===== src/rtl/icmp_echo_reply_builder_top_macros.svh =====
// assertion macros for the icmp echo reply builder
`ifndef ICMP_ECHO_REPLY_BUILDER_TOP_MACROS_SVH
`define ICMP_ECHO_REPLY_BUILDER_TOP_MACROS_SVH

`ifndef SYNTHESIS
// same-cycle implication
`define ICMP_ERB_ASSERT_IMP(lbl, ante, cons) \
  lbl: assert property (@(posedge clk) disable iff (!rst_n) (ante) |-> (cons)) \
    else $error("icmp_erb assertion failed");
// next-cycle implication
`define ICMP_ERB_ASSERT_NXT(lbl, ante, cons) \
  lbl: assert property (@(posedge clk) disable iff (!rst_n) (ante) |=> (cons)) \
    else $error("icmp_erb assertion failed");
`else
`define ICMP_ERB_ASSERT_IMP(lbl, ante, cons)
`define ICMP_ERB_ASSERT_NXT(lbl, ante, cons)
`endif

`endif


===== src/rtl/icmp_erb_pkg.sv =====
package icmp_erb_pkg;

  // frame geometry
  localparam int MAX_FRAME   = 2048;
  localparam int ETH_HDR_LEN = 14;
  localparam int ADDR_W      = $clog2(MAX_FRAME);
  localparam int CNT_W       = $clog2(MAX_FRAME + 32);
  localparam int SUM_W       = 16 + $clog2(MAX_FRAME);

  // byte positions in the received frame
  localparam int VER_POS   = ETH_HDR_LEN;
  localparam int PROTO_POS = ETH_HDR_LEN + 9;
  localparam int SRC_POS   = ETH_HDR_LEN + 12;
  localparam int DST_POS   = ETH_HDR_LEN + 16;

  // reply layout
  localparam int REPLY_HDR_LEN = 28;
  localparam int ICMP_HDR_LEN  = 8;

  // protocol codes
  localparam logic [3:0] IP_VERSION     = 4'd4;
  localparam logic [7:0] IP_VER_IHL     = 8'h45;
  localparam logic [7:0] PROTO_ICMP     = 8'd1;
  localparam logic [7:0] ICMP_ECHO_REQ  = 8'd8;
  localparam logic [7:0] ICMP_ECHO_REP  = 8'd0;
  localparam logic [7:0] TTL_RESET      = 8'd64;

  // queue between front and back
  localparam int QUEUE_DEPTH = 2;
  localparam int QPTR_W      = $clog2(QUEUE_DEPTH);
  localparam int QCNT_W      = $clog2(QUEUE_DEPTH + 1);

  typedef enum logic [1:0] {
    OP_FRAME,
    OP_LOAD,
    OP_FETCH
  } op_kind_t;

  typedef enum logic [2:0] {
    FR_RUN,
    FR_SUM,
    FR_ADD,
    FR_FOLD_A,
    FR_FOLD_B,
    FR_PUSH
  } front_state_t;

  typedef struct packed {
    logic [CNT_W-1:0] len;
    logic [CNT_W-1:0] pay_base;
    logic [7:0]       ttl;
    logic [31:0]      src;
    logic [31:0]      dst;
    logic [31:0]      idseq;
    logic [15:0]      ip_ck;
    logic [15:0]      icmp_ck;
  } reply_desc_t;

  typedef struct packed {
    op_kind_t          kind;
    logic              store;
    logic [ADDR_W-1:0] addr;
    logic [7:0]        data;
    reply_desc_t       desc;
  } queue_entry_t;

  typedef struct packed {
    logic full;
    logic empty;
  } queue_status_t;

endpackage


===== src/rtl/icmp_erb_queue.sv =====
module icmp_erb_queue (
  input  logic                       clk,
  input  logic                       rst_n,
  input  logic                       push,
  input  icmp_erb_pkg::queue_entry_t wdata,
  input  logic                       pop,
  output icmp_erb_pkg::queue_entry_t rdata,
  output icmp_erb_pkg::queue_status_t status
);

  icmp_erb_pkg::queue_entry_t entries_r [icmp_erb_pkg::QUEUE_DEPTH];
  logic [icmp_erb_pkg::QPTR_W-1:0] wr_ptr_r, wr_ptr_nxt;
  logic [icmp_erb_pkg::QPTR_W-1:0] rd_ptr_r, rd_ptr_nxt;
  logic [icmp_erb_pkg::QCNT_W-1:0] cnt_r, cnt_nxt;

  localparam logic [icmp_erb_pkg::QPTR_W-1:0] LAST_SLOT =
    icmp_erb_pkg::QPTR_W'(icmp_erb_pkg::QUEUE_DEPTH - 1);

  // pointer and fill count update
  always_comb begin
    wr_ptr_nxt = wr_ptr_r;
    rd_ptr_nxt = rd_ptr_r;
    cnt_nxt    = cnt_r;
    if (push) begin
      wr_ptr_nxt = (wr_ptr_r == LAST_SLOT) ? '0 : wr_ptr_r + 1'b1;
    end
    if (pop) begin
      rd_ptr_nxt = (rd_ptr_r == LAST_SLOT) ? '0 : rd_ptr_r + 1'b1;
    end
    priority if (push && !pop) begin
      cnt_nxt = cnt_r + 1'b1;
    end else if (pop && !push) begin
      cnt_nxt = cnt_r - 1'b1;
    end
  end

  always_ff @(posedge clk) begin
    if (!rst_n) begin
      wr_ptr_r <= '0;
      rd_ptr_r <= '0;
      cnt_r    <= '0;
    end else begin
      wr_ptr_r <= wr_ptr_nxt;
      rd_ptr_r <= rd_ptr_nxt;
      cnt_r    <= cnt_nxt;
    end
  end

  // entry storage
  always_ff @(posedge clk) begin
    if (push) begin
      entries_r[wr_ptr_r] <= wdata;
    end
  end

  assign rdata        = entries_r[rd_ptr_r];
  assign status.full  = (cnt_r == icmp_erb_pkg::QCNT_W'(icmp_erb_pkg::QUEUE_DEPTH));
  assign status.empty = (cnt_r == '0);

endmodule


===== config.mk =====
export PLATFORM = sky130hd
export DESIGN_NAME = icmp_erb_queue
export DESIGN_NICKNAME = d
export VERILOG_FILES = /design/src/rtl/icmp_echo_reply_builder_top_macros.svh /design/src/rtl/icmp_erb_pkg.sv /design/src/rtl/icmp_erb_queue.sv
export SDC_FILE = /design/constraint.sdc
export NUM_CORES = 1
export LEC_CHECK = 0
export ABC_AREA = 1
export BUFFER_PORTS_ARGS = -buffer_cell sky130_fd_sc_hd__buf_2
export CAP_MARGIN = 25
export CORE_MARGIN = 2
export CORE_UTILIZATION = 35
export CTS_BUF_LIST = sky130_fd_sc_hd__clkbuf_4
export DETAILED_ROUTE_END_ITERATION = 12
export PLACE_DENSITY_LB_ADDON = 0.12
export SLEW_MARGIN = 10
export SYNTH_ARGS = -nofsm -noshare
export SYNTH_HDL_FRONTEND = slang
export SYNTH_SLANG_ARGS = --single-unit
export TNS_END_PERCENT = 5

===== constraint.sdc =====
create_clock -name clk -period 12.38 [get_ports clk]
set_input_delay 1.238 -clock clk [delete_from_list [all_inputs] [get_ports clk]]
set_output_delay 1.238 -clock clk [all_outputs]
set_load 0.05 [all_outputs]

Word-level counts from Yosys, hierarchy flattened
Memories as Yosys holds them, arrays and structs flattened. A register that Yosys moved wholly into a read port is not among the register bits.
Index checks and enable logic that the tools add are counted.
{ "classes": {"add_sub_neg": 4, "eq_ne": 1, "muxes": 8, "n_reduce_logical": 6} }
{ "op_table": {"columns": ["cell", "n"], "rows": [
  ["$mux W1", 6],
  ["$mux W2", 2],
  ["$add A1 B1 Y1 const B", 2],
  ["$add A2 B1 Y2 const B", 1],
  ["$eq A2 B2 Y1 const B", 1],
  ["$logic_and A1 B1 Y1", 2],
  ["$logic_not A1 Y1", 2],
  ["$logic_not A2 Y1", 1],
  ["$reduce_bool A2 Y1", 1],
  ["$sub A2 B1 Y2 const B", 1]
]} }
{ "word_totals": {"register_bits": 4, "ram_bits": 364, "inputBits": 186, "out_inout_bits": 184, "mem_count": 1} }
{ "mem_list": {"columns": ["name", "depth", "width", "read_ports", "rd_ports_with_merged_regs", "write_ports", "line_no", "source"], "rows": [
  ["entries_r", 2, 182, 1, 1, 1, "icmp_erb_queue.sv:11", "icmp_erb_pkg::queue_entry_t entries_r [icmp_erb_pkg::QUEUE_DEPTH];"]
]} }

Longest topological paths before layout
Gate-level depths: netlist of run 1.
{ "depth": {"depth_word": 4, "mapped_depth": 8, "ltp_nobuf": 8} }

Worst setup path after synthesis of run 1
Ideal clock, no wire load.
{ "synth_timing": {"kind": "input port to flip-flop", "from": "input port push", "to": "memory entries_r[0][0] (netlist name), enable pin", "setup_ns": 0.732, "arrival_time_ns": 8.885, "t_required_ns": 11.648, "setup_slack_ns": 2.764, "stages": 2, "cell_sequence": "inv_1 nor2_1"} }
{ "synth_via": {"elab_chain_cells": 2} }
{ "synth_lines": {"columns": ["item", "line_no", "source"], "rows": [
  ["from (decl)", "icmp_erb_queue.sv:4", "input logic push,"],
  ["$mux W1", "icmp_erb_queue.sv:51", "if (push) begin"],
  ["$mux W1 (not written as such)", "icmp_erb_queue.sv:52", "entries_r[wr_ptr_r] <= wdata;"],
  ["to (decl)", "icmp_erb_queue.sv:11", null]
]} }
Every way passes these cells.

==> results of run 1 <==
power groups by stage:
stage	clock (uW)	combinational (uW)	sequential, uW
2_1_floorplan	0	313	1500
3_3_place_gp	0	416	1490
3_5_place_dp	0	416	1490
4_1_cts	1120	418	1470
5_1_grt	1170	434	1470
6_report	1070	411	1470
state kept, by name (all words and copies together) (netlist names), named ones only:
register / cells
entries_r: 364
wr_ptr_r: 1
rd_ptr_r: 1
cnt_r: 2
worst max-delay path, delay by kind of cell (launching register included):
family	cells	cell delay [ns]
buf+inv	2	1.08
flops	1	0.73
mux	1	0.43
cell usage after synthesis:
cell / n
inv_1: 8
dfxtp_1: 5
nand3_1: 1
ha_1: 1
nor2_1: 9
nand2_1: 8
o21ai_0: 1
mux2_2: 182
nand4_1: 1
clkbuf_8: 17
a21oi_1: 1
edfxtp_1: 364
buf_6: 3
per-layer routing:
| layer | share of wire | GRT usage | vias up |
|---|---|---|---|
| li1 | - | - | 3362 |
| met1 | 0.40 | 0.167 | 3536 |
| met2 | 0.46 | 0.218 | 312 |
| met3 | 0.11 | 0.0771 | 67 |
| met4 | 0.024 | 0.0706 | 16 |
| met5 | 0.0037 | 0 | - |
worst paths after layout:
| kind | end | depth (start not counted) | from | slack [ns] |
|---|---|---|---|---|
| max | rdata[110] | 3 | flip-flop | 8.08 |
| min | flip-flop | 2 | rd_ptr_r | 0.50 |
| max reg2reg | entries_r[1][68] | 3 | wr_ptr_r | 9.91 |
| min reg2reg | flip-flop | 2 | rd_ptr_r | 0.50 |
kinds of logic (layout without fill, tap and decap cells):
logic type                 count (synthesis)  count (layout)
other                                      0               6
and+or+nand+nor                           19              19
adders and majority gates                  1               1
AOI/OAI and AO/OA                          2               2
DFF                                      369             369
buffers and inverters                     28             549
muxes                                    182             182
cell type report:
class / count / area share
well taps: 511 / 0.0375
flip-flops and latches: 369 / 0.648
diodes: 6 / 0.000881
repair buffers: 374 / 0.111
clock inverters: 12 / 0.00602
clock buffers: 155 / 0.0683
inverters: 8 / 0.00206
multi-input cells: 204 / 0.126
stage by stage:
step,setup WS [ns],instance area [um2],total power [uW],utilization,std cells
detailed placement,8.76,15800,1910,0.417,1466
finish,8.08,17000,2940,0.451,1639
global placement,8.76,15800,1910,0.417,1466
floorplan,2.76,13500,1810,-,601
CTS,7.87,17000,3000,0.451,1633
global route,7.80,17000,3080,0.451,1636
==> results.py, run 1 <==
metrics = {
    "synthesis": {
        "synth_top_family_by_area": "multiplexers",
        "synth_fa_ha_area_frac": 0.000929,
        "netlist_top_cells_area": "edfxtp_1, mux2_2, clkbuf_8",
        "synth-xor-area-share": 0,
        "syn_area_um2": 13500,
        "yosys.area_share.simple": 0.00557,
        "yosysUniqueCellTypes": 13,
        "yosysWarnings": 0,
        "synth_top_area_frac": 0.811,
        "syn_avg_cell_area_um2": 22.4,
        "yosys.area.top_type": "edfxtp_1",
        "muxShareOfSynthArea": 0.152,
        "yosysSeqAreaShare": 0.819,
        "synthesis.nets": 788,
        "netlist_instances": 601,
        "ys_seq_elements": 369,
        "synth_compound_area_frac": 0.000743,
    },
    "critical_path": {
        "crit_required_ns": 11.14,
        "cp_slowest_cell": "buf_4",
        "worstPathArrival_ns": 3.06,
        "end_kind": "output port",
        "start_kind": "flip-flop",
        "path_cells": "buf_4 > mux2_2 > buf_2",
        "crit_type": "reg2out",
        "critical-path-max-stage-delay_ns": 0.85,
        "cp_max_fo": 69,
    },
    "timing": {
        "max_freq_ghz": 0.233,
        "period_minus_slack_ns": 4.30,
        "worst_slew_pin_slew_ns": 1.16,
        "clock_skew_ns": 0.0328,
        "tns_ns": 0,
        "post-route-period-util": 0.347,
        "maxSlewHeadroom": 0.227,
        "final-hold-violation-count": 0,
        "slew_violations": 0,
        "hold_slack_ns": 0.496,
        "setup_viol": 0,
        "rsz0062_at_grt": "no",
    },
    "power": {
        "peakVddDrop_uv": 78.0,
        "p_leak_uw": 0.00648,
        "swShare": 0.266,
        "comb_power_share": 0.140,
        "internal_power_uw": 2160,
        "p_switching_uw": 782,
        "powerDensity_nw_per_um2": 173,
        "seq_power_share": 0.498,
        "clkPwrFrac": 0.362,
    },
    "floorplanning": {
        "die_h_um": 200,
        "start_util": 0.357,
        "die_x_um": 200,
        "die_area_um2": 40100,
        "rows": 71,
        "core_area_um2": 37800,
        "ios": 370,
    },
    "place": {
        "dp_hpwl_um": 18500,
        "gp_congestion": 0.719,
        "port_buffers": 369,
    },
    "drt": {
        "wl_um": 29100,
        "num_vias": 7293,
        "drcViolationCount": 0,
        "firstDrtPassIters": 4,
        "drt_iter0_drc": 296,
        "wl_per_cell_um": 17.8,
        "via_per_inst": 4.45,
        "ant_nets": 0,
    },
    "cells_and_area": {
        "final_cell_mix": "buf_2, edfxtp_1, mux2_2, clkbuf_4",
        "n_fill_cell": 3476,
        "drive_gt1_frac": 0.642,
        "seqCellArea_um2": 11000,
        "layout_commonest_cell": "buf_2",
        "multi_input_area_um2": 2150,
        "final_nets": 1241,
        "syn_to_final_growth_pct": 26.5,
    },
    "clocking": {
        "tritoncts": "built",
        "cts_setup_buffers": 0,
        "root_buffer": "clkbuf_4",
        "clock_latency_ns": 0.74,
        "post_cts_resized": 0,
        "path_clk_slew_ns": 0.06,
        "cts_sinks": 369,
        "htree_num_levels": 3,
        "cts_hold_buf": 0,
        "cts_buffers": 97,
        "max-clock-path-buffers": 3,
    },
    "status": {
        "status": "finished, final reports clean",
    },
    "grt": {
        "grt.overflow.total": 0,
        "grt_use_total": 0.144,
        "grt_max_degree": 156,
        "grt_pass1_wl_um": 44000,
        "grt_pass1_vias": 7703,
        "antenna_found_initial": 14,
    },
    "min_path": {
        "hp-class": "reg2reg",
    },
    "job": {
        "drv_cap": 0,
    },
}
Note: power is estimated with default switching activity, not from simulation.
==> run 2: changes to the inputs <==
clock period = 3.65 ns   (was 12.38 ns; I/O delays follow)
==> results.py, run 2 (synthesized netlist as in run 1, its figures left out) <==
metrics = {
    "job": {
        "drv_cap": 0,
    },
    "clocking": {
        "cts_buffers": 99,
        "max-clock-path-buffers": 3,
        "root_buffer": "clkbuf_4",
        "htree_num_levels": 3,
        "cts_sinks": 369,
        "cts_setup_buffers": 0,
        "path_clk_slew_ns": 0.06,
        "clock_latency_ns": 0.77,
        "tritoncts": "built",
    },
    "drt": {
        "drt_iter0_drc": 239,
        "ant_nets": 0,
        "drcViolationCount": 0,
        "via_per_inst": 4.32,
        "wl_um": 30300,
        "wl_per_cell_um": 16.5,
        "firstDrtPassIters": 4,
        "num_vias": 7933,
    },
    "power": {
        "p_switching_uw": 2740,
        "p_leak_uw": 0.00733,
        "internal_power_uw": 7520,
        "swShare": 0.267,
        "comb_power_share": 0.155,
        "clkPwrFrac": 0.360,
        "powerDensity_nw_per_um2": 538,
        "seq_power_share": 0.485,
        "peakVddDrop_uv": 286,
    },
    "status": {
        "status": "finished, final reports clean",
    },
    "place": {
        "port_buffers": 369,
        "dp_hpwl_um": 18800,
        "post_dp_cell_area_um2": 15900,
        "gp_congestion": 0.749,
    },
    "grt": {
        "grt_pass1_wl_um": 46600,
        "grt.overflow.total": 0,
        "grt_max_degree": 92,
        "grt_pass1_vias": 8595,
        "grt_use_total": 0.151,
        "antenna_found_initial": 2,
    },
    "floorplanning": {
        "rows": 71,
        "die_h_um": 200,
        "die_area_um2": 40100,
        "ios": 370,
        "start_util": 0.357,
        "core_area_um2": 37800,
        "die_x_um": 200,
    },
    "critical_path": {
        "rrSetupSlack_ns": 1.78,
        "worstPathArrival_ns": 2.59,
        "path_cells": "buf_4 > mux2_2 > buf_2",
        "cp_max_fo": 48,
        "end_kind": "output port",
        "cp_slowest_cell": "dfxtp_4",
        "crit_type": "reg2out",
        "critical-path-max-stage-delay_ns": 0.85,
        "start_kind": "flip-flop",
        "crit_required_ns": 3.28,
    },
    "cells_and_area": {
        "reg_top3": "entries_r: 364 flops, cnt_r: 2 flops",
        "layout_commonest_cell": "buf_2",
        "postLayoutCoreUtil": 0.505,
        "final_cell_mix": "buf_2, edfxtp_1, dlygate4sd3_1, mux2_2, clkbuf_4",
        "largest-register": "entries_r",
        "drive_gt1_frac": 0.552,
        "syn_to_final_growth_pct": 41.5,
        "final_nets": 1438,
        "fin_area_um2": 19100,
        "largest_reg_flops": 364,
        "n_fill_cell": 3271,
    },
    "timing": {
        "setup_viol": 0,
        "post-route-period-util": 0.810,
        "rsz0062_at_grt": "no",
        "clock_skew_ns": 0.0379,
        "max_freq_ghz": 0.338,
        "worst_slew_pin_slew_ns": 0.763,
        "period_minus_slack_ns": 2.96,
        "final-hold-violation-count": 0,
        "slew_violations": 0,
        "hold_slack_ns": 0.315,
        "maxSlewHeadroom": 0.492,
    },
    "min_path": {
        "hp-class": "in2reg",
    },
}
-- run 2: what timing repair did --
action	4_1_cts	5_1_grt
endpoints found under the hold margin	369	0
hold buffers	188	0
gates resized for setup	0	0
-- run 2: per-stage QoR --
stage	instances	total power [uW]	setup WS [ns]	TNS, ns
finish	1837	10300	0.693	0
detailed placement	1473	6500	1.43	0
global route	1837	10700	0.451	0
CTS	1834	10400	0.519	0
global placement	1473	6490	1.43	0
floorplan	601	6120	-0.869	-158.19
-- run 2: per-layer routing --
layer	vias to the layer above	GRT usage	share of wire
met2	306	0.232	0.46
met5	-	0	0
met1	3811	0.186	0.43
met4	0	0.0701	0.026
met3	62	0.0610	0.082
li1	3754	-	-
-- run 2: final timing paths --
check	startpoint	end	depth (start not counted)
max reg2reg	wr_ptr_r	wr_ptr_r	5
max	flip-flop	rdata[38]	3
min	wdata[72]	entries_r[1][72]	2
min reg2reg	rd_ptr_r	rd_ptr_r	2
-- run 2: worst max-delay path: cells and delay by family, from the launching register on --
family / cells / cell delay [ns]
buffers and inverters: 2 / 0.58
muxes: 1 / 0.37
DFF: 1 / 0.85
-- run 2: area by class of cell --
cell class	instances	area, um2	area share
inverter	8	35.0	0.00184
clock buffer	158	1190	0.0622
multi-input combinational	204	2150	0.113
clock inverter	15	115	0.00604
sequential	369	11000	0.579
tap	511	639	0.0335
antenna	3	7.51	0.000394
timing repair buffer	569	3890	0.204
-- run 2: power by group through the flow --
stage	Sequential (uW)	Combinational [uW]	Clock, uW
after floorplan	5050	1060	0
after global placement	5060	1430	0
after detailed placement	5060	1430	0
after CTS	4970	1610	3850
after global routing	4990	1670	4060
final	4970	1590	3700
==> run 3: changes to the inputs <==
clock period = 2.5 ns   (was 3.65 ns; I/O delays follow)
==> results.py, run 3 (synthesized netlist as in run 1, its figures left out) <==
metrics = {
    "place": {
        "post_dp_cell_area_um2": 15900,
        "port_buffers": 369,
        "dp_hpwl_um": 18700,
        "gp_congestion": 0.726,
        "dp.cells": 1471,
    },
    "power": {
        "seq_power_share": 0.483,
        "peakVddDrop_uv": 432,
        "swShare": 0.269,
        "p_switching_uw": 4030,
        "clkPwrFrac": 0.353,
        "powerDensity_nw_per_um2": 772,
        "comb_power_share": 0.164,
        "p_leak_uw": 0.00747,
        "internal_power_uw": 11000,
        "finalPower_uw": 15000,
    },
    "clocking": {
        "max-clock-path-buffers": 3,
        "root_buffer": "clkbuf_4",
        "path_clk_slew_ns": 0.06,
        "tritoncts": "built",
        "clock_latency_ns": 0.75,
        "cts_buffers": 100,
        "htree_num_levels": 3,
        "cts_sinks": 369,
    },
    "timing": {
        "slew_violations": 0,
        "worst_slew_pin_slew_ns": 0.688,
        "setup_viol": 0,
        "post-route-period-util": 0.968,
        "rsz0062_at_grt": "yes",
        "maxSlewHeadroom": 0.541,
        "final-hold-violation-count": 0,
        "period_minus_slack_ns": 2.42,
        "max_freq_ghz": 0.413,
        "clock_skew_ns": 0.0326,
    },
    "grt": {
        "grt_use_total": 0.154,
        "antenna_found_initial": 3,
        "grt_pass1_wl_um": 47700,
        "grt_pass1_vias": 8778,
        "grt.overflow.total": 0,
        "grt_max_degree": 96,
    },
    "drt": {
        "drt_iter0_drc": 293,
        "wl_um": 31100,
        "ant_nets": 0,
        "via_per_inst": 4.33,
        "firstDrtPassIters": 6,
        "num_vias": 8008,
        "drcViolationCount": 0,
        "wl_per_cell_um": 16.8,
    },
    "cells_and_area": {
        "fin_area_um2": 19400,
        "layout_commonest_cell": "edfxtp_1",
        "reg_top3": "entries_r: 364 flops, cnt_r: 2 flops",
        "fin_cells": 1850,
        "final_nets": 1444,
        "syn_to_final_growth_pct": 44.1,
        "drive_gt1_frac": 0.552,
        "largest_reg_flops": 364,
        "final_cell_mix": "edfxtp_1, buf_2, dlygate4sd3_1, mux2_2, clkbuf_4",
        "largest-register": "entries_r",
    },
    "floorplanning": {
        "die_x_um": 200,
        "start_util": 0.357,
        "die_h_um": 200,
        "core_area_um2": 37800,
        "die_area_um2": 40100,
        "ios": 370,
        "rows": 71,
    },
    "critical_path": {
        "end_kind": "output port",
        "worst_r2r_endpoint": "wr_ptr_r",
        "r2r_cells": 5,
        "rr_startpoint": "wr_ptr_r",
        "rrSetupSlack_ns": 0.70,
        "start_kind": "flip-flop",
        "crit_required_ns": 2.25,
        "cp_max_fo": 31,
        "critPathCapture": "rdata[155]",
        "crit_type": "reg2out",
        "worstPathArrival_ns": 2.17,
    },
    "job": {
        "drv_cap": 0,
    },
    "min_path": {
        "hp-class": "in2reg",
    },
    "status": {
        "status": "finished, final reports clean",
    },
}
run 3: changes by cell type in the layout (fill, tap and decap cells not counted), sizes merged:
cell / previous run / this run
diode: 3 / 6
clkinv: 11 / 16
inv: 9 / 11
dlygate4sd3: 188 / 189
clkbuf: 158 / 157
bufinv: 2 / 1
buf: 381 / 385
run 3: final cells by class:
type | count | area [um2]
timing repair buffer | 574 | 4260
inverter | 8 | 33.8
tap | 511 | 639
sequential | 369 | 11000
fill | 3259 | 18300
antenna | 6 | 15.0
clock inverter | 21 | 108
multi-input combinational | 204 | 2160
clock buffer | 157 | 1180
run 3: how the worst min path moves through the flow:
stage,to,start,cells past startpoint,slack [ns]
global route,entries_r[0][32],wdata[32],2,0.09
detailed placement,entries_r[1][70],wdata[70],1,0.44
global placement,entries_r[0][1],wdata[1],1,0.44
finish,entries_r[1][150],wdata[150],2,0.21
floorplan,entries_r[0][0],wdata[0],0,0.35
CTS,entries_r[1][146],wdata[146],2,0.1
run 3: metrics by stage:
stage / setup TNS [ns] / hold slack, ns / setup WS [ns] / utilization
global placement: 0 / 0.438 / 0.633 / 0.420
CTS: -4.32 / 0.0956 / -0.101 / 0.513
detailed placement: 0 / 0.441 / 0.628 / 0.420
finish: 0 / 0.209 / 0.0799 / 0.514
floorplan: -350.24 / 0.349 / -1.00 / -
global route: -3.18 / 0.0882 / -0.0742 / 0.514
run 3: per-layer routing:
layer  vias to the layer above  share of wire  global-route usage
li1                       3772              -                   -
met1                      3886           0.42               0.182
met2                       297           0.48               0.249
met3                        53          0.085              0.0667
met4                         0          0.019              0.0597
met5                         -              0                   0
run 3: repair_timing:
item	4_1_cts	5_1_grt
hold buffers	189	0
resized for setup	73	13
buffers inserted	3	1
endpoints found under the setup margin	167	124
endpoints found under the hold margin	369	0
pin swaps	0	0
cloned	2	0
run 3: worst max-delay path: stages, from the launching register on:
cell	delay, ns
dfxtp_4	0.41
buf_12	0.16
buf_16	0.21
mux2_2	0.39
buf_2	0.22
run 3: power groups by stage:
stage	Clock (uW)	Combinational, uW	Sequential (uW)
after floorplan	0	1550	7370
after global placement	0	2100	7370
after detailed placement	0	2100	7380
after CTS	5520	2480	7240
after global routing	5850	2590	7260
final	5290	2460	7240
