<file path="src/rtl/icmp_echo_reply_builder_top_macros.svh">
// assertion macros for the icmp echo reply builder
`ifndef ICMP_ECHO_REPLY_BUILDER_TOP_MACROS_SVH
`define ICMP_ECHO_REPLY_BUILDER_TOP_MACROS_SVH

`ifndef SYNTHESIS
// same-cycle implication
`define ICMP_ERB_ASSERT_IMP(lbl, ante, cons) \
  lbl: assert property (@(posedge clk) disable iff (!rst_n) (ante) |-> (cons)) \
    else $error("icmp_erb assertion failed");
// next-cycle implication
`define ICMP_ERB_ASSERT_NXT(lbl, ante, cons) \
  lbl: assert property (@(posedge clk) disable iff (!rst_n) (ante) |=> (cons)) \
    else $error("icmp_erb assertion failed");
`else
`define ICMP_ERB_ASSERT_IMP(lbl, ante, cons)
`define ICMP_ERB_ASSERT_NXT(lbl, ante, cons)
`endif

`endif

</file>
<file path="src/rtl/icmp_erb_pkg.sv">
package icmp_erb_pkg;

  // frame geometry
  localparam int MAX_FRAME   = 2048;
  localparam int ETH_HDR_LEN = 14;
  localparam int ADDR_W      = $clog2(MAX_FRAME);
  localparam int CNT_W       = $clog2(MAX_FRAME + 32);
  localparam int SUM_W       = 16 + $clog2(MAX_FRAME);

  // byte positions in the received frame
  localparam int VER_POS   = ETH_HDR_LEN;
  localparam int PROTO_POS = ETH_HDR_LEN + 9;
  localparam int SRC_POS   = ETH_HDR_LEN + 12;
  localparam int DST_POS   = ETH_HDR_LEN + 16;

  // reply layout
  localparam int REPLY_HDR_LEN = 28;
  localparam int ICMP_HDR_LEN  = 8;

  // protocol codes
  localparam logic [3:0] IP_VERSION     = 4'd4;
  localparam logic [7:0] IP_VER_IHL     = 8'h45;
  localparam logic [7:0] PROTO_ICMP     = 8'd1;
  localparam logic [7:0] ICMP_ECHO_REQ  = 8'd8;
  localparam logic [7:0] ICMP_ECHO_REP  = 8'd0;
  localparam logic [7:0] TTL_RESET      = 8'd64;

  // queue between front and back
  localparam int QUEUE_DEPTH = 2;
  localparam int QPTR_W      = $clog2(QUEUE_DEPTH);
  localparam int QCNT_W      = $clog2(QUEUE_DEPTH + 1);

  typedef enum logic [1:0] {
    OP_FRAME,
    OP_LOAD,
    OP_FETCH
  } op_kind_t;

  typedef enum logic [2:0] {
    FR_RUN,
    FR_SUM,
    FR_ADD,
    FR_FOLD_A,
    FR_FOLD_B,
    FR_PUSH
  } front_state_t;

  typedef struct packed {
    logic [CNT_W-1:0] len;
    logic [CNT_W-1:0] pay_base;
    logic [7:0]       ttl;
    logic [31:0]      src;
    logic [31:0]      dst;
    logic [31:0]      idseq;
    logic [15:0]      ip_ck;
    logic [15:0]      icmp_ck;
  } reply_desc_t;

  typedef struct packed {
    op_kind_t          kind;
    logic              store;
    logic [ADDR_W-1:0] addr;
    logic [7:0]        data;
    reply_desc_t       desc;
  } queue_entry_t;

  typedef struct packed {
    logic full;
    logic empty;
  } queue_status_t;

endpackage

</file>
<file path="src/rtl/icmp_erb_front.sv">
module icmp_erb_front (
  input  logic                        clk,
  input  logic                        rst_n,
  input  logic                        in_tvalid,
  output logic                        in_tready,
  input  logic [7:0]                  in_tdata,
  input  logic                        in_tlast,
  input  logic                        in_tuser,
  input  logic                        cfg_wr_en,
  input  logic [7:0]                  cfg_wr_data,
  output logic                        q_push,
  output icmp_erb_pkg::queue_entry_t  q_wdata,
  input  icmp_erb_pkg::queue_status_t q_status
);

  localparam int CW = icmp_erb_pkg::CNT_W;
  localparam int SW = icmp_erb_pkg::SUM_W;

  icmp_erb_pkg::front_state_t state_r, state_nxt;

  logic [CW-1:0] cnt_r, cnt_nxt;
  logic [CW-1:0] n_r, n_nxt;
  logic [CW-1:0] icmp_pos_r, icmp_pos_nxt;
  logic [CW-1:0] len_r, len_nxt;
  logic          ovf_r, ovf_nxt;
  logic          ver_ok_r, ver_ok_nxt;
  logic          proto_ok_r, proto_ok_nxt;
  logic          type_ok_r, type_ok_nxt;
  logic [31:0]   src_r, src_nxt;
  logic [31:0]   dst_r, dst_nxt;
  logic [31:0]   idseq_r, idseq_nxt;
  logic [SW-1:0] sum_r, sum_nxt;
  logic [SW-1:0] icmp_s_r, icmp_s_nxt;
  logic [SW-1:0] ip_s_r, ip_s_nxt;
  logic [7:0]    ttl_r;
  logic [7:0]    ttl_s_r, ttl_s_nxt;

  logic          acc_frame, acc_fetch, in_ip;
  logic          frame_ok;
  logic [CW-1:0] src_off, dst_off, id_off;

  // write one byte of a big-endian word, position 0 is the top byte
  function automatic logic [31:0] put_byte(input logic [31:0] w, input logic [1:0] pos,
                                           input logic [7:0] b);
    logic [31:0] r;
    r = w;
    unique case (pos)
      2'd0: r[31:24] = b;
      2'd1: r[23:16] = b;
      2'd2: r[15:8]  = b;
      2'd3: r[7:0]   = b;
      default: r = w;
    endcase
    return r;
  endfunction

  // one end-around carry fold of a one's complement sum
  function automatic logic [SW-1:0] fold16(input logic [SW-1:0] s);
    return SW'({1'b0, s[15:0]} + 17'(s[SW-1:16]));
  endfunction

  assign acc_frame = in_tvalid && in_tready && !in_tuser;
  assign acc_fetch = in_tvalid && in_tready && in_tuser;
  assign in_ip     = cnt_r > CW'(icmp_erb_pkg::VER_POS);
  assign src_off   = cnt_r - CW'(icmp_erb_pkg::SRC_POS);
  assign dst_off   = cnt_r - CW'(icmp_erb_pkg::DST_POS);
  assign id_off    = cnt_r - icmp_pos_r - CW'(4);

  // frame verdict from the captured header fields
  assign frame_ok = !ovf_r && ver_ok_r && proto_ok_r && type_ok_r &&
                    (n_r >= icmp_pos_r + CW'(icmp_erb_pkg::ICMP_HDR_LEN));

  // next state
  always_comb begin
    state_nxt = state_r;
    unique case (state_r)
      icmp_erb_pkg::FR_RUN: begin
        if (acc_frame && in_tlast) begin
          state_nxt = icmp_erb_pkg::FR_SUM;
        end
      end
      icmp_erb_pkg::FR_SUM: begin
        state_nxt = frame_ok ? icmp_erb_pkg::FR_ADD : icmp_erb_pkg::FR_RUN;
      end
      icmp_erb_pkg::FR_ADD:    state_nxt = icmp_erb_pkg::FR_FOLD_A;
      icmp_erb_pkg::FR_FOLD_A: state_nxt = icmp_erb_pkg::FR_FOLD_B;
      icmp_erb_pkg::FR_FOLD_B: state_nxt = icmp_erb_pkg::FR_PUSH;
      icmp_erb_pkg::FR_PUSH: begin
        if (!q_status.full) begin
          state_nxt = icmp_erb_pkg::FR_RUN;
        end
      end
      default: state_nxt = icmp_erb_pkg::FR_RUN;
    endcase
  end

  // handshake and queue writes
  always_comb begin
    in_tready = (state_r == icmp_erb_pkg::FR_RUN) && !q_status.full;
    q_push    = 1'b0;
    q_wdata   = '0;
    unique case (state_r)
      icmp_erb_pkg::FR_RUN: begin
        if (acc_frame) begin
          q_push        = 1'b1;
          q_wdata.kind  = icmp_erb_pkg::OP_FRAME;
          q_wdata.store = cnt_r < CW'(icmp_erb_pkg::MAX_FRAME);
          q_wdata.addr  = cnt_r[icmp_erb_pkg::ADDR_W-1:0];
          q_wdata.data  = in_tdata;
        end else if (acc_fetch) begin
          q_push       = 1'b1;
          q_wdata.kind = icmp_erb_pkg::OP_FETCH;
        end
      end
      icmp_erb_pkg::FR_PUSH: begin
        q_push                = !q_status.full;
        q_wdata.kind          = icmp_erb_pkg::OP_LOAD;
        q_wdata.desc.len      = len_r;
        q_wdata.desc.pay_base = icmp_pos_r + CW'(icmp_erb_pkg::ICMP_HDR_LEN);
        q_wdata.desc.ttl      = ttl_s_r;
        q_wdata.desc.src      = src_r;
        q_wdata.desc.dst      = dst_r;
        q_wdata.desc.idseq    = idseq_r;
        q_wdata.desc.ip_ck    = ~ip_s_r[15:0];
        q_wdata.desc.icmp_ck  = ~icmp_s_r[15:0];
      end
      default: begin
        q_push = 1'b0;
      end
    endcase
  end

  // per-byte header capture and payload sum
  always_comb begin
    cnt_nxt      = cnt_r;
    n_nxt        = n_r;
    icmp_pos_nxt = icmp_pos_r;
    ovf_nxt      = ovf_r;
    ver_ok_nxt   = ver_ok_r;
    proto_ok_nxt = proto_ok_r;
    type_ok_nxt  = type_ok_r;
    src_nxt      = src_r;
    dst_nxt      = dst_r;
    idseq_nxt    = idseq_r;
    sum_nxt      = sum_r;
    if (acc_frame) begin
      // a new frame starts clean
      if (cnt_r == '0) begin
        icmp_pos_nxt = '0;
        ovf_nxt      = 1'b0;
        ver_ok_nxt   = 1'b0;
        proto_ok_nxt = 1'b0;
        type_ok_nxt  = 1'b0;
        src_nxt      = '0;
        dst_nxt      = '0;
        idseq_nxt    = '0;
        sum_nxt      = '0;
      end
      if (cnt_r >= CW'(icmp_erb_pkg::MAX_FRAME)) begin
        ovf_nxt = 1'b1;
      end
      if (cnt_r == CW'(icmp_erb_pkg::VER_POS)) begin
        ver_ok_nxt   = in_tdata[7:4] == icmp_erb_pkg::IP_VERSION;
        icmp_pos_nxt = CW'(icmp_erb_pkg::VER_POS) + CW'({in_tdata[3:0], 2'b00});
      end
      if (cnt_r == CW'(icmp_erb_pkg::PROTO_POS)) begin
        proto_ok_nxt = in_tdata == icmp_erb_pkg::PROTO_ICMP;
      end
      if (cnt_r >= CW'(icmp_erb_pkg::SRC_POS) && src_off < CW'(4)) begin
        src_nxt = put_byte(src_r, src_off[1:0], in_tdata);
      end
      if (cnt_r >= CW'(icmp_erb_pkg::DST_POS) && dst_off < CW'(4)) begin
        dst_nxt = put_byte(dst_r, dst_off[1:0], in_tdata);
      end
      // icmp fields relative to the header length
      if (in_ip && cnt_r == icmp_pos_r) begin
        type_ok_nxt = in_tdata == icmp_erb_pkg::ICMP_ECHO_REQ;
      end
      if (in_ip && cnt_r >= icmp_pos_r + CW'(4) && id_off < CW'(4)) begin
        idseq_nxt = put_byte(idseq_r, id_off[1:0], in_tdata);
      end
      if (in_ip && cnt_r >= icmp_pos_r + CW'(icmp_erb_pkg::ICMP_HDR_LEN) &&
          cnt_r < CW'(icmp_erb_pkg::MAX_FRAME)) begin
        if (cnt_r[0] ^ icmp_pos_r[0]) begin
          sum_nxt = sum_r + SW'(in_tdata);
        end else begin
          sum_nxt = sum_r + SW'({in_tdata, 8'h00});
        end
      end
      // byte count saturates just past the store
      if (in_tlast) begin
        cnt_nxt = '0;
        n_nxt   = cnt_r + 1'b1;
      end else if (cnt_r <= CW'(icmp_erb_pkg::MAX_FRAME)) begin
        cnt_nxt = cnt_r + 1'b1;
      end
    end
  end

  // checksum sequence after a qualifying frame
  always_comb begin
    icmp_s_nxt = icmp_s_r;
    ip_s_nxt   = ip_s_r;
    ttl_s_nxt  = ttl_s_r;
    len_nxt    = len_r;
    unique case (state_r)
      icmp_erb_pkg::FR_SUM: begin
        icmp_s_nxt = sum_r + SW'(idseq_r[31:16]) + SW'(idseq_r[15:0]);
        ip_s_nxt   = SW'(src_r[31:16]) + SW'(src_r[15:0]) +
                     SW'(dst_r[31:16]) + SW'(dst_r[15:0]);
        ttl_s_nxt  = ttl_r;
        len_nxt    = n_r - icmp_pos_r +
                     CW'(icmp_erb_pkg::REPLY_HDR_LEN - icmp_erb_pkg::ICMP_HDR_LEN);
      end
      icmp_erb_pkg::FR_ADD: begin
        ip_s_nxt   = ip_s_r + SW'({icmp_erb_pkg::IP_VER_IHL, 8'h00}) +
                     SW'(icmp_erb_pkg::PROTO_ICMP) + SW'(len_r) + SW'({ttl_s_r, 8'h00});
        icmp_s_nxt = fold16(icmp_s_r);
      end
      icmp_erb_pkg::FR_FOLD_A, icmp_erb_pkg::FR_FOLD_B: begin
        ip_s_nxt   = fold16(ip_s_r);
        icmp_s_nxt = fold16(icmp_s_r);
      end
      default: begin
        len_nxt = len_r;
      end
    endcase
  end

  // control registers
  always_ff @(posedge clk) begin
    if (!rst_n) begin
      state_r    <= icmp_erb_pkg::FR_RUN;
      cnt_r      <= '0;
      ovf_r      <= 1'b0;
      ver_ok_r   <= 1'b0;
      proto_ok_r <= 1'b0;
      type_ok_r  <= 1'b0;
      ttl_r      <= icmp_erb_pkg::TTL_RESET;
    end else begin
      state_r    <= state_nxt;
      cnt_r      <= cnt_nxt;
      ovf_r      <= ovf_nxt;
      ver_ok_r   <= ver_ok_nxt;
      proto_ok_r <= proto_ok_nxt;
      type_ok_r  <= type_ok_nxt;
      if (cfg_wr_en) begin
        ttl_r <= cfg_wr_data;
      end
    end
  end

  // capture and checksum registers
  always_ff @(posedge clk) begin
    n_r        <= n_nxt;
    icmp_pos_r <= icmp_pos_nxt;
    src_r      <= src_nxt;
    dst_r      <= dst_nxt;
    idseq_r    <= idseq_nxt;
    sum_r      <= sum_nxt;
    icmp_s_r   <= icmp_s_nxt;
    ip_s_r     <= ip_s_nxt;
    ttl_s_r    <= ttl_s_nxt;
    len_r      <= len_nxt;
  end

endmodule

</file>
<file path="config.mk">
export PLATFORM = sky130hd
export DESIGN_NAME = icmp_erb_front
export DESIGN_NICKNAME = d
export VERILOG_FILES = /design/src/rtl/icmp_echo_reply_builder_top_macros.svh /design/src/rtl/icmp_erb_pkg.sv /design/src/rtl/icmp_erb_front.sv
export SDC_FILE = /design/constraint.sdc
export NUM_CORES = 1
export LEC_CHECK = 0
export ABC_AREA = 1
export BUFFER_PORTS_ARGS = -buffer_cell sky130_fd_sc_hd__buf_4
export CAP_MARGIN = 20
export CORE_UTILIZATION = 49
export CTS_BUF_LIST = sky130_fd_sc_hd__clkbuf_8
export DETAILED_ROUTE_END_ITERATION = 12
export HOLD_SLACK_MARGIN = 0.12
export PLACE_DENSITY = 0.65
export SLEW_MARGIN = 5
export SYNTH_ARGS = -nofsm -noshare
export SYNTH_HDL_FRONTEND = slang
export SYNTH_SLANG_ARGS = --single-unit
</file>
<file path="constraint.sdc">
create_clock -name clk -period 4.7 [get_ports clk]
set_input_delay 0.235 -clock clk [delete_from_list [all_inputs] [get_ports clk]]
set_output_delay 0.235 -clock clk [all_outputs]
set_load 0.01 [all_outputs]
</file>
* Word level (Yosys, flattened, before mapping)
Index checks and enable logic that the tools add are counted.
** Word-level totals
- Logic and storage cells :: 198
- Output and inout port bits :: 184
- Input port bits :: 24
- Bits in registers :: 248
** Operators by class
- Muxes and demuxes :: 43
- Magnitude comparators :: 12
- Bitwise operators :: 3
- $add $sub $neg :: 23
- Reductions and logical operators :: 57
- Eq/ne operators :: 34
** Operator list (number)
- 160-bit 2-to-1 mux :: 1
- 32-bit 2-to-1 mux :: 4
- 27-bit by 16-bit adder with 27-bit output :: 4
- 8-bit 2-to-1 mux :: 12
- 27-bit 2-to-1 mux :: 3
- 27-bit case mux with 3 select lines :: 1
- 27-bit case mux with 2 select lines :: 1
- 12-bit 2-to-1 mux :: 4
- 20-bit 2-to-1 mux :: 2
- 12-bit >= comparator :: 3
- 12-bit by 3-bit less-than comparator with 1-bit output, second input constant :: 3
- 3-bit AND reduction :: 12
- 16-bit by 11-bit adder with 17-bit output :: 2
- 16-bit NOT :: 2
- 27-bit by 1-bit adder with 27-bit output, second input constant :: 1
- 27-bit by 12-bit adder with 27-bit output :: 1
- 27-bit by 15-bit adder with 27-bit output, second input constant :: 1
- 27-bit by 8-bit adder with 27-bit output :: 1
- 12-bit by 5-bit >= comparator with 1-bit output, second input constant :: 2
- 2-bit by 1-bit inequality test with 1-bit output, second input constant :: 12
- 12-bit subtractor :: 2
- 12-bit by 5-bit subtractor with 12-bit output, second input constant :: 2
- 2-bit nonzero test :: 10
- 18-bit by 16-bit adder with 19-bit output :: 1
- 40 further kinds :: 85

* Longest topological paths before layout
- Depth in word-level cells :: 7
- Depth in mapped cells :: 20
- Mapped depth without buffers :: 20

* Worst setup path after synthesis
OpenSTA, ideal clock, no wires.
- Path type :: flip-flop to flip-flop
- From :: register icmp_pos_r[3]
- To :: register sum_r[0] (enable)
- Buffers on the path :: 1
- Data arrival time :: 3.706 ns
- Clock period less this slack :: 4.155 ns
- Data required time :: 4.251 ns
- Slack :: 0.545 ns
- Cell stages (with the launch flop) :: 11
- Library setup time :: 0.449 ns
- Cells stage by stage :: edfxtp_1 > ha_1 > xnor2_1 > ha_1 > nand4_1 > nor2_1 > nand2_1 > o2111ai_1 > nand2_1 > buf_2 > o21ai_0
** On the way
- Cells in the longest elaborated chain, start to end :: 6
** RTL lines
- from (decl) :: line icmp_erb_front.sv:23 : logic [CW-1:0] icmp_pos_r, icmp_pos_nxt;
- from (signal assigned) :: line icmp_erb_front.sv:256 : icmp_pos_r <= icmp_pos_nxt;
- 12-bit by 4-bit adder with 12-bit output :: line icmp_erb_front.sv:182 : if (in_ip && cnt_r >= icmp_pos_r + CW'(icmp_erb_pkg::ICMP_HDR_LEN) &&
- 12-bit >= comparator :: line icmp_erb_front.sv:182
- 1-bit logical AND (2 in a row) :: line icmp_erb_front.sv:182
- 2-bit nonzero test (no source line)
- 2-bit AND reduction (no source line)
- to (signal assigned) :: line icmp_erb_front.sv:260 : sum_r <= sum_nxt;
- to (decl) :: line icmp_erb_front.sv:32 : logic [SW-1:0] sum_r, sum_nxt;
No other way between the ends.
A chain may end at the register's enable or synchronous reset.

* Worst setup path in the final report
- From :: register cnt_r[2]
- To :: register idseq_r[18] (enable)
** On the way
- Cells in the longest elaborated chain, start to end :: 6
- Elaborated cells between the ends (all ways) :: 11
- Classes of those cells :: add/sub (2); order compare (3); eq/ne (1); reduce/logical (5)
** RTL lines
- from (decl) :: line icmp_erb_front.sv:21 : logic [CW-1:0] cnt_r, cnt_nxt;
- from (signal assigned) :: line icmp_erb_front.sv:242 : cnt_r <= cnt_nxt;
- 12-bit subtractor :: line icmp_erb_front.sv:67 : assign id_off = cnt_r - icmp_pos_r - CW'(4);
- 12-bit by 3-bit subtractor with 12-bit output :: line icmp_erb_front.sv:67
- 12-bit by 3-bit less-than comparator with 1-bit output :: line icmp_erb_front.sv:179 : if (in_ip && cnt_r >= icmp_pos_r + CW'(4) && id_off < CW'(4)) begin
- 1-bit logical AND :: line icmp_erb_front.sv:179
- 2-bit by 1-bit inequality test with 1-bit output (no source line) or 2-bit nonzero test (tied branches)
- 3-bit AND reduction (no source line) (*)
- to (signal assigned) :: line icmp_erb_front.sv:259 : idseq_r <= idseq_nxt;
- to (decl) :: line icmp_erb_front.sv:31 : logic [31:0] idseq_r, idseq_nxt;
Every way passes the cells marked *; elsewhere a longest branch is shown, timed or not.

==> results.py <==
metrics = {
    "setup_path": {
        "rr_startpoint": "cnt_r[2]$_SDFFE_PN0P_",
        "worstPathCellList": "inv_1 -> ha_1 -> inv_1 -> fa_1 -> nand2_1 -> nand2_1 -> nand2_1 -> nand2_1 -> nand2_1 -> nand2_1 -> nand2_1 -> nand3_1 -> xor2_1 -> nand3_2 -> buf_4 -> nor2_1 -> nor2_1",
        "cpMaxStageDelayCell": "nor2_1",
        "startpoint_type": "register",
        "path_buf_inv": 3,
        "rr_worst_depth": 17,
        "cp_slowest_stage_delay_ns": 0.61,
        "critPathMaxFanout": 12,
        "path_common_cell": "nand2_1",
        "end_kind": "register",
        "reg2reg_slack_ns": 0.88,
        "crit_type": "register to register",
        "worstPathArrival_ns": 4.07,
        "crit_family": "simple AND/OR/NAND/NOR gates",
        "critPathRequiredTime_ns": 4.94,
        "reg2reg_to": "idseq_r[18]$_SDFFCE_PP0P_",
    },
    "die": {
        "initial_utilization_pct": 49.61,
        "coreArea_mm2": 0.03865,
        "io_pins": 208,
        "num_rows": 72,
        "die_y_um": 199.8,
        "die_area_mm2": 0.03992,
        "chipWidth_um": 199.8,
    },
    "hold_path": {
        "holdPathStages": 5,
        "min-delay-start": "in_tvalid",
        "min_path_type": "input port to register",
        "hold-path-endpoint": "proto_ok_r$_SDFFE_PN0P_",
    },
    "logic_synthesis": {
        "yosysSeqAreaShare_pct": 36.49,
        "synthFlopType": "edfxtp_1",
        "ys_async_sr_fraction_pct": 0,
        "ys_types": 62,
        "netlist_area_mm2": 0.01917,
        "synth_cells": 2358,
        "ys_ff_latch": 242,
        "yosys_warnings": 0,
        "synth_edf_count": 215,
        "syn_area_per_cell_um2": 8.131,
    },
    "cts": {
        "insertion_delay_ns": 0.62,
        "cts_repair_resize_count": 0,
        "numCtsBuffers": 44,
        "cts_root_buf": "clkbuf_8",
        "clk_pin_slew_ns": 0.06,
        "post-cts-setup-buffers": 0,
        "clockBufferDepth": 3,
        "cts_tree": "yes",
        "cts_num_sinks": 242,
        "hold_buffers": 38,
        "htreeDepth": 2,
    },
    "layout": {
        "drive_above_1_share_pct": 13.50,
        "layout_common_cells": "nor2_1, nand2_1, inv_1",
        "multi_input_area_mm2": 0.01053,
        "final_common_cell": "nor2_1",
        "syn_to_final_growth_pct": 17.49,
        "fillerInstances": 3503,
        "final_nets": 2865,
        "regArea_mm2": 0.006997,
        "diodes": 0,
    },
    "outcome": {
        "outcome": "completed",
    },
    "timing": {
        "maxSlewViolCount": 0,
        "rsz0062_at_grt": "no",
        "fin_ws_ns": 0.8756,
        "final-setup-viol-count": 0,
        "slew-limit-headroom_pct": 25.02,
        "period_share_pct": 81.37,
        "finalHoldViolations": 0,
        "worstMarginPinSlew_ns": 1.124,
        "fmax_mhz": 261.5,
        "period_needed_ns": 3.824,
        "setup_tns_ns": 0,
        "finClkSkew_ns": 0.03164,
    },
    "detailed_routing": {
        "vias_per_cell": 5.392,
        "drt_first_pass_iters": 5,
        "routed_wl_mm": 58.08,
        "drt_iter0_drc": 1352,
        "ant_nets": 0,
        "wire_per_inst_um": 18.41,
        "vias": 17013,
        "post-route-drc-count": 0,
    },
    "placement": {
        "place.gp.congestion": 0.9567,
        "dp_hpwl_mm": 45.64,
        "portBuffers": 201,
        "pre_cts_slack_ns": 0.8704,
    },
    "grt": {
        "antenna_found_initial": 0,
        "grt_pass1_vias": 15798,
        "grt.total_usage_pct": 29.18,
        "grt_overflow": 0,
        "grt_first_pass_wirelength_mm": 87.88,
        "grt_max_degree": 64,
    },
    "power": {
        "powerDensity_mw_per_mm2": 254.5,
        "ir_worst_vdd_uv": 354.7,
        "leakage_nw": 10.82,
    },
    "job": {
        "drv_cap": 0,
    },
}
-- through the flow --
stage | hold slack (ns) | total power, mW | cell area, µm² | instances | utilization [%]
finish | 0.1850 | 5.732 | 22530 | 3155 | 58.28
global route | 0.1938 | 5.979 | 22530 | 3155 | 58.28
CTS | 0.1257 | 5.761 | 22530 | 3155 | 58.28
detailed placement | 0.4126 | 3.430 | 21160 | 3039 | 54.75
global placement | 0.4074 | 3.419 | 21150 | 3038 | 54.73
floorplan | 0.3571 | 3.147 | 19190 | 2362 | -
-- worst max path at each step --
stage	startpoint	to	slack (ns)	cells after the start
floorplan	icmp_pos_r[3]$_SDFFCE_PN0P_	sum_r[0]$_SDFFCE_PN0P_	0.55	10
global placement	cnt_r[2]$_SDFFE_PN0P_	idseq_r[16]$_SDFFCE_PP0P_	0.95	17
detailed placement	cnt_r[2]$_SDFFE_PN0P_	idseq_r[16]$_SDFFCE_PP0P_	0.87	17
CTS	cnt_r[2]$_SDFFE_PN0P_	idseq_r[18]$_SDFFCE_PP0P_	0.89	17
global route	cnt_r[2]$_SDFFE_PN0P_	idseq_r[18]$_SDFFCE_PP0P_	0.57	17
finish	cnt_r[2]$_SDFFE_PN0P_	idseq_r[18]$_SDFFCE_PP0P_	0.88	17
-- tightest hold or removal path, stage by stage --
cell,delay (ns)
buf_4,0.11
nand2_2,0.12
nor2_8,0.08
o21ai_0,0.11
a211oi_1,0.08
-- power by group --
part | switching (mW) | internal (mW)
combinational | 0.612 | 0.359
clock | 0.950 | 1.35
sequential | 0.0495 | 2.41
-- sequential cells by signal, indices dropped and copies added (netlist names) --
name and cells:
dst_r 32, idseq_r 32, src_r 32, icmp_s_r 27
ip_s_r 27, sum_r 27, cnt_r 12, len_r 12
n_r 12, ttl_r 8, ttl_s_r 8, icmp_pos_r 6
state_r 3, ovf_r 1, proto_ok_r 1, type_ok_r 1
ver_ok_r 1
-- synth_stat cells (4+ instances only) --
library cell	number	area, µm²
nand2_1	377	1415
a211oi_1	5	37.54
nand4_1	23	143.9
xor2_1	42	367.9
a21boi_0	4	30.03
inv_2	7	26.28
o221ai_1	5	43.79
inv_1	352	1321
o21a_1	4	30.03
xnor2_1	27	236.5
o21ai_0	136	680.7
buf_4	5	37.54
a21oi_1	185	925.9
nor2_1	383	1438
ha_1	176	2202
buf_6	8	90.09
buf_2	7	35.03
nand3_2	5	50.05
or2_2	16	100.1
nor3_1	21	105.1
a22oi_1	4	30.03
fa_1	60	1201
edfxtp_1	215	6456
nand3_1	106	530.5
o22ai_1	4	25.02
dfxtp_1	27	540.5
a31oi_1	13	81.33
nor2_4	5	56.30
o211ai_1	7	52.55
clkbuf_1	33	123.9
a21o_1	16	120.1
o21bai_1	8	60.06
o21ai_1	7	35.03
nor2_2	19	118.9
-- layout make-up --
| type | count | area share, % |
|---|---|---|
| multi-input cells | 1700 | 46.73 |
| flip-flops and latches | 242 | 31.06 |
| repair buffers | 254 | 8.887 |
| inverters | 363 | 6.071 |
| well taps | 518 | 2.877 |
| clock buffers | 46 | 2.811 |
| clock inverters | 32 | 1.561 |
-- cell families after synthesis --
| kind of cell | share of synthesized area [%] |
|---|---|
| flops | 36.49 |
| other cells | 0.01956 |
| fa+ha+maj | 17.75 |
| xor+xnor | 3.152 |
| compound gates | 12.24 |
| simple gates | 21.52 |
| buf+inv | 8.817 |
-- routing by layer --
| metal | vias up | GRT usage, % | wire (µm) |
|---|---|---|---|
| li1 | 8265 | - | - |
| met1 | 8053 | 43.70 | 27780 |
| met2 | 622 | 43.43 | 24880 |
| met3 | 73 | 4.200 | 4109 |
| met4 | 0 | 8.821 | 1314 |
| met5 | - | 0 | 0 |
(Power assumes the default switching activity.)
